===== src/design/aho_corasick_match_counter_core_defines.svh =====
// Assertion macros for the matcher core
`ifndef AHO_CORASICK_MATCH_COUNTER_CORE_DEFINES_SVH
`define AHO_CORASICK_MATCH_COUNTER_CORE_DEFINES_SVH

// assert an implication whose consequent is checked in the next cycle
`define ACM_ASSERT_NEXT(label, clk, rst_n, ante, cons) \
  label: assert property (@(posedge clk) disable iff (!rst_n) (ante) |=> (cons)) \
    else $error("assertion failed");

// assert a same-cycle implication
`define ACM_ASSERT_NOW(label, clk, rst_n, ante, cons) \
  label: assert property (@(posedge clk) disable iff (!rst_n) (ante) |-> (cons)) \
    else $error("assertion failed");

`endif


===== src/design/acm_ram.sv =====
`default_nettype none
module acm_ram #(
  parameter int unsigned WIDTH = 8,
  parameter int unsigned DEPTH = 16
) (
  input  wire logic                     clk,
  input  wire logic                     we,
  input  wire logic [$clog2(DEPTH)-1:0] waddr,
  input  wire logic [WIDTH-1:0]         wdata,
  input  wire logic [$clog2(DEPTH)-1:0] raddr,
  output logic      [WIDTH-1:0]         rdata
);
  logic [WIDTH-1:0] mem [DEPTH];

  always_ff @(posedge clk) begin
    if (we) mem[waddr] <= wdata;
    rdata <= mem[raddr];
  end
endmodule
`default_nettype wire


===== config.mk =====
export PLATFORM = sky130hd
export DESIGN_NAME = acm_ram
export DESIGN_NICKNAME = d
export VERILOG_FILES = /design/src/design/aho_corasick_match_counter_core_defines.svh /design/src/design/acm_ram.sv
export SDC_FILE = /design/constraint.sdc
export NUM_CORES = 1
export LEC_CHECK = 0
export ABC_AREA = 0
export CAP_MARGIN = 20
export CORE_UTILIZATION = 41
export DETAILED_ROUTE_END_ITERATION = 16
export DONT_BUFFER_PORTS = 1
export SYNTH_ARGS = -nofsm -noshare
export SYNTH_HDL_FRONTEND = slang
export SYNTH_SLANG_ARGS = --single-unit

===== constraint.sdc =====
create_clock -name clk -period 1.85 [get_ports clk]
set_input_delay 0.185 -clock clk [delete_from_list [all_inputs] [get_ports clk]]
set_output_delay 0.185 -clock clk [all_outputs]
set_load 0.02 [all_outputs]

==> reports/results.tsv, run 1 <==
metric	value	unit
Pwr per Cell Area	1116	mW/mm^2
worst vdd ir	0.0006787	V
largest area contributor in the netlist	edfxtp_1	
initial antenna violation count	1	
share of layout cells above drive strength 1	0.2302	
routed vias	2369	
r2r startpoint	mem[0][3]$_DFFE_PP_	
FP Rows	40	
clk sinks	136	
cell area after layout	0.006030	mm^2
skew final	8.263	ps
RSZ-0062 raised after global routing	false	
Synth Register Bits	136	
critical path startpoint category	primary input	
fmax	673.3	MHz
Post-Place Worst Slack	309.6	ps
largest net degree at the start of global routing	33	
Max Cap Viol	0	
worst skew pair latency	410	ps
Critical Path RT	1970	ps
Hold-fix buffers, CTS	10	
Crit Path Class	primary input to register	
Async SR Flop Fraction	0	
total CTS buffers	17	
Mean Syn Cell Area	22.48	um^2
HP Start	raddr[1]	
minimum clock period	1485	ps
top cells by area, synth	edfxtp_1 (75%), mux4_2 (7.9%), mux4_1 (7.1%)	
vias in the first global route	2427	
io pins	26	
Fin. Hold Viols	0	
synth-to-layout area growth	17.14	%
Final setup viols	0	
routed len/inst	22.20	um
ant diodes	0	
synthesized net count	247	
Die Wd	114.0	um
Hold EP	rdata[1]$_DFF_P_	
DRC violations left	0	
top cell type's share of synthesized area	0.7467	
P_leak	1.989	nW
full die area	0.01301	mm^2
total track usage	0.1690	
CP Max Fanout	7	
DP HPWL	5.951	mm
Routed WL	9.901	mm
Mapped Area	0.005147	mm^2
worst min path class	primary input to register	
CTS resizes	0	
reg2reg end	rdata[3]$_DFF_P_	
Worst R2R Path Depth	3	
post-route insts no fill	446	
DR vias/cell	5.312	
Cells after DPL	404	
Synthesis Warnings	0	
Port Buffers	0	
cells after synthesis	229	
CTS root buf	clkbuf_16	
Post-synth EDFFs	128	
WP data arrival	1610	ps
sequential cell area fraction in the yosys report	0.7778	
DP Area	0.005399	mm^2
slew margin rel.	0.5769	
WHS Path Cells	3	
dominant synthesized flop cell	edfxtp_1	
actual transition at the worst max-transition pin	632.3	ps
period utilization	0.8028	
Crit-path slowest cell	dlygate4sd3_1	
setup ws final	364.8	ps
Detailed Route Iter0 Violations	244	
Post-CTS Setup Repair Bufs	0	
Slew Viols, Final	0	
antenna-violating nets left	0	
Crit path max-delay family	buffers and inverters	
die height	114.0	um
Layout fillers	1016	
Synth cell types	19	
Bufs and invs on worst path	2	
worst stage delay on the critical path	630	ps
status	complete, no violations	
RePlAce Congestion	0.7503	
CTS tree	done	
first-pass GRT wire length	14.77	mm
Worst-path clk slew	60	ps
CP Capture Type	register	
CP Cell Sequence	dlygate4sd3_1 -> nor3_1 -> dlygate4sd3_1	
cell mode on critical path	dlygate4sd3_1	
H-tree lvl count	4	
Final nets	283	
starting density of the core	0.4250	
final setup TNS	0	ps
CTS max path bufs	2	
1st-pass router iterations	4	
core area	0.01211	mm^2
flop2flop setup slack	440	ps
grt total ovfl	0	
-- worst reg2reg max path: stages, from the launching register on --
cell	delay [ps]
edfxtp_1	360
mux4_1	510
a22oi_1	330
nand2_1	90
-- how the worst max path moves through the flow --
stage,cells after the start,end,startpoint,slack (ps)
2_1_floorplan,2,mem[0][0]$_DFFE_PP_,waddr[2],170
3_5_place_dp,3,mem[0][4]$_DFFE_PP_,waddr[2],310
3_3_place_gp,3,mem[0][3]$_DFFE_PP_,waddr[2],350
5_1_grt,3,mem[0][0]$_DFFE_PP_,waddr[0],330
6_report,3,mem[0][0]$_DFFE_PP_,waddr[0],360
4_1_cts,3,mem[0][5]$_DFFE_PP_,waddr[0],410
-- cell families after synthesis --
| logic type | share of synthesized area |
|---|---|
| AO/OA/AOI/OAI | 0.02334 |
| flip-flops | 0.7778 |
| buffers and inverters | 0.01677 |
| multiplexers | 0.1502 |
| AND/OR/NAND/NOR | 0.03184 |
-- registers in the layout, summed over array words and instances (netlist names) --
signal,flops
mem,128
rdata,8
-- per-stage QoR --
stage,util,power (mW),hold slack (ps)
2_1_floorplan,-,3.724,283.9
3_3_place_gp,0.4458,3.744,284.6
3_5_place_dp,0.4458,3.748,284.6
4_1_cts,0.4978,6.775,49.28
5_1_grt,0.4978,6.923,96.92
6_report,0.4978,6.729,73.96
-- metal layers --
layer  vias up  routed length (um)  global-route usage
met1      1234                4654              0.2420
met4         2                 136             0.06234
li1       1046                   -                   -
met3        13                 551             0.05526
met5         -                  10                   0
met2        74                4549              0.2424
-- layout make-up --
type,instances,area (um^2),area share
clock inverter,8,48.80,0.008093
multi-input combinational,83,1057,0.1753
sequential,136,4004,0.6640
clock buffer,24,481.7,0.07989
tap,168,210.2,0.03486
timing repair buffer,27,227.7,0.03777
-- synth_stat cells, drive strengths merged, types with 2 or more instances --
library cell / number
nor2: 13
edfxtp: 128
nand3b: 2
nor3: 4
a22oi: 16
nand2b: 2
mux4: 32
nand2: 9
clkdlybuf4s25: 3
dfxtp: 8
buf: 7
-- power breakdown --
group	switching [mW]	leakage, nW	internal [mW]
Sequential	0.0440	1.22	3.45
Combinational	0.126	0.506	0.118
Clock	1.19	0.260	1.81
Total	1.36	1.99	5.37
-- cell usage in the layout, fill, tap and decap left out --
cell type,instances
edfxtp_1,128
mux4_2,18
clkbuf_16,17
buf_4,17
a22oi_1,16
mux4_1,14
nor2_1,13
dlygate4sd3_1,10
nand2_1,9
dfxtp_1,8
clkinv_2,5
nor3_1,4
clkbuf_1,4
clkbuf_8,3
nand3b_1,2
nand2b_1,2
clkinvlp_4,2
nor2b_1,1
and2_1,1
and2b_1,1
nand3_1,1
or3b_2,1
clkinv_4,1
No activity file was read; power rests on OpenSTA's default activity.
==> inputs of run 2 (changes only) <==
--- a/config.mk
+++ b/config.mk
@@ -5,7 +5,7 @@
 export SDC_FILE = /design/constraint.sdc
 export NUM_CORES = 1
 export LEC_CHECK = 0
-export ABC_AREA = 0
+export ABC_AREA = 1
 export CAP_MARGIN = 20
 export CORE_UTILIZATION = 41
 export DETAILED_ROUTE_END_ITERATION = 16
==> constraint.sdc (replaced) <==
create_clock -name clk -period 1.4 [get_ports clk]
set_input_delay 0.14 -clock clk [delete_from_list [all_inputs] [get_ports clk]]
set_output_delay 0.14 -clock clk [all_outputs]
set_load 0.02 [all_outputs]
==> run 2 against run 1 <==
Clock skew shrank 3.2 ps. Total power grew 37%. Via count grew 62%. Hold slack worse by 63 ps. Critical path type unchanged. Critical endpoint is now mem[2][3]$_DFFE_PP_.
==> reports/results.tsv, run 2 <==
metric	value	unit	change
worst min path class	primary input to register		
share of layout cells above drive strength 1	0.07926		-0.1510
total power	9.229	mW	+37%
Crit Path Class	primary input to register		
CTS tree	done		
dominant synthesized flop cell	edfxtp_1		
Switching Power	1.935	mW	+43%
initial antenna violation count	0		-1
Synth Register Bits	136		unchanged
core area	0.01345	mm^2	+11%
Post-Place Worst Slack	271.3	ps	-38.36 ps
synthesized net count	569		+130%
switch share	0.2096		+0.007989
status	complete, no violations		
clk sinks	136		unchanged
Sequential Area	0.004004	mm^2	unchanged
post-route insts no fill	769		+72%
grt total ovfl	0		unchanged
worst skew pair latency	420	ps	about the same
Port Buffers	0		unchanged
full die area	0.01454	mm^2	+12%
Bufs and invs on worst path	1		-1
Synthesis Warnings	0		unchanged
Mapped Area	0.005767	mm^2	+12%
total track usage	0.2023		+0.03328
DP HPWL	8.022	mm	+35%
routed vias	3828		+62%
Fin. Hold Viols	0		unchanged
commonest non-fill, non-tap cell in the layout	nand2_1		
worst vdd ir	0.0009017	V	+33%
Post-CTS Setup Repair Bufs	0		unchanged
Cells after DPL	724		+79%
setup ws final	327.3	ps	-37.54 ps
Regs by FF count	mem x128, rdata x8		
fmax	932.2	MHz	
Worst-path clk slew	50	ps	about the same
Synth cell types	12		-7
Pwr per Cell Area	1382	mW/mm^2	+24%
vias in the first global route	3744		+54%
P_leak	2.855	nW	+44%
CP Max Fanout	16		+9
CTS root buf	clkbuf_16		
largest net degree at the start of global routing	66		+100%
Pint	7.294	mW	+36%
Detailed Route Iter0 Violations	324		+33%
CP Cell Sequence	dlygate4sd3_1		
RePlAce Congestion	0.8277		+10%
Post-synth top cells	nand2_1 (173), edfxtp_1 (128), inv_1 (100)		
io pins	26		unchanged
Final setup viols	0		unchanged
sequential cell area fraction in the yosys report	0.6943		-0.08354
RSZ-0062 raised after global routing	false		
Async SR Flop Fraction	0		unchanged
largest area contributor in the netlist	edfxtp_1		
minimum clock period	1073	ps	
CTS resizes	0		unchanged
most common cell in the netlist	nand2_1		
top cell type's share of synthesized area	0.6665		-0.08020
Clock Power Share	0.448		+0.003
largest register by flop count	mem		
worst stage delay on the critical path	1040	ps	+410 ps
Layout fillers	1229		+21%
first-pass GRT wire length	20.79	mm	+41%
DRC violations left	0		unchanged
Max Cap Viol	0		unchanged
Slew Viols, Final	0		unchanged
most frequent cells in the layout	nand2_1 (173), edfxtp_1 (128), inv_1 (100), nand3_1 (97), buf_4 (19)		
top cells by area, synth	edfxtp_1 (67%), nand2_1 (11%), nand3_1 (8.4%)		
Comb power frac	0.051		+0.015
Final nets	598		+110%
1st-pass router iterations	4		unchanged
Critical Path RT	1510	ps	-460 ps
actual transition at the worst max-transition pin	769.5	ps	+137.2 ps
total CTS buffers	17		unchanged
period utilization	0.7662		
multi-input logic area	0.001214	mm^2	+15%
final setup TNS	0	ps	unchanged
antenna-violating nets left	0		unchanged
critical path startpoint category	primary input		
slew margin rel.	0.4853		-0.09162
DR vias/cell	4.978		-6.3%
Seq pwr share	0.500		-0.019
Crit path max-delay family	buffers and inverters		
Mean Syn Cell Area	10.47	um^2	-53%
skew final	5.101	ps	-3.162 ps
cells after synthesis	551		+140%
starting density of the core	0.4287		+0.003664
FP Rows	42		+5.0%
CTS max path bufs	2		unchanged
Routed WL	13.29	mm	+34%
Crit-path slowest cell	dlygate4sd3_1		
ant diodes	0		unchanged
Die Wd	120.6	um	+5.7%
synth-to-layout area growth	15.84	%	
CP Capture Type	register		
routed len/inst	17.28	um	-22%
Post-synth EDFFs	128		unchanged
die height	120.6	um	+5.7%
Hold-fix buffers, CTS	13		+3
H-tree lvl count	4		unchanged
WP data arrival	1180	ps	-430 ps
Largest register FFs	128		unchanged
[run 2: cell types whose count changed after synthesis, sizes merged, moves of 2 or more]
cell           before  now
nand2b              2    0
mux4               32    0
nand2               9  173
buf                 7   24
nor2               13   17
nand3               1   97
a22oi              16    0
clkdlybuf4s25       3    0
inv                 0  102
nor3                4    0
[run 2: final cells by class]
| class | instances | area share |
|---|---|---|
| multi-input combinational | 289 | 0.1817 |
| tap | 176 | 0.03296 |
| clock inverter | 11 | 0.01592 |
| timing repair buffer | 34 | 0.04683 |
| sequential | 136 | 0.5994 |
| clock buffer | 21 | 0.06593 |
| inverter | 102 | 0.05731 |
[run 2: metrics by stage]
stage / hold WS, ps / util / cell area (um^2)
global placement: 239.8 / 0.4462 / 6003
floorplan: 238.9 / - / 5767
finish: 11.26 / 0.4966 / 6680
global route: 18.57 / 0.4966 / 6680
detailed placement: 239.8 / 0.4462 / 6003
CTS: 1.603 / 0.4966 / 6680
[run 2: cell families after synthesis]
group,count (synthesis),share of synthesized area
simple gates,289,0.2105
buf+inv,126,0.09525
flops,136,0.6943
[run 2: power by group through the flow]
stage / logic, mW / clock network [mW] / registers [mW]
3_5_place_dp: 0.369 / 0 / 4.70
4_1_cts: 0.480 / 4.21 / 4.62
5_1_grt: 0.535 / 4.39 / 4.62
2_1_floorplan: 0.321 / 0 / 4.69
3_3_place_gp: 0.364 / 0 / 4.70
6_report: 0.475 / 4.14 / 4.62
[run 2: worst paths after layout]
path	startpoint	end	slack, ps	depth (start not counted)
max	wdata[3]	mem[2][3]$_DFFE_PP_	330	1
min	raddr[2]	rdata[5]$_DFF_P_	10	3
max reg2reg	mem[2][6]$_DFFE_PP_	rdata[6]$_DFF_P_	370	6
min reg2reg	mem[14][4]$_DFFE_PP_	rdata[4]$_DFF_P_	660	6
[run 2: routing by layer]
layer	routed length, um	vias up	global-route usage
met5	0	-	0
met4	308	0	0.1026
met3	878	23	0.05755
met2	6495	122	0.3118
met1	5609	1851	0.2610
li1	-	1832	-
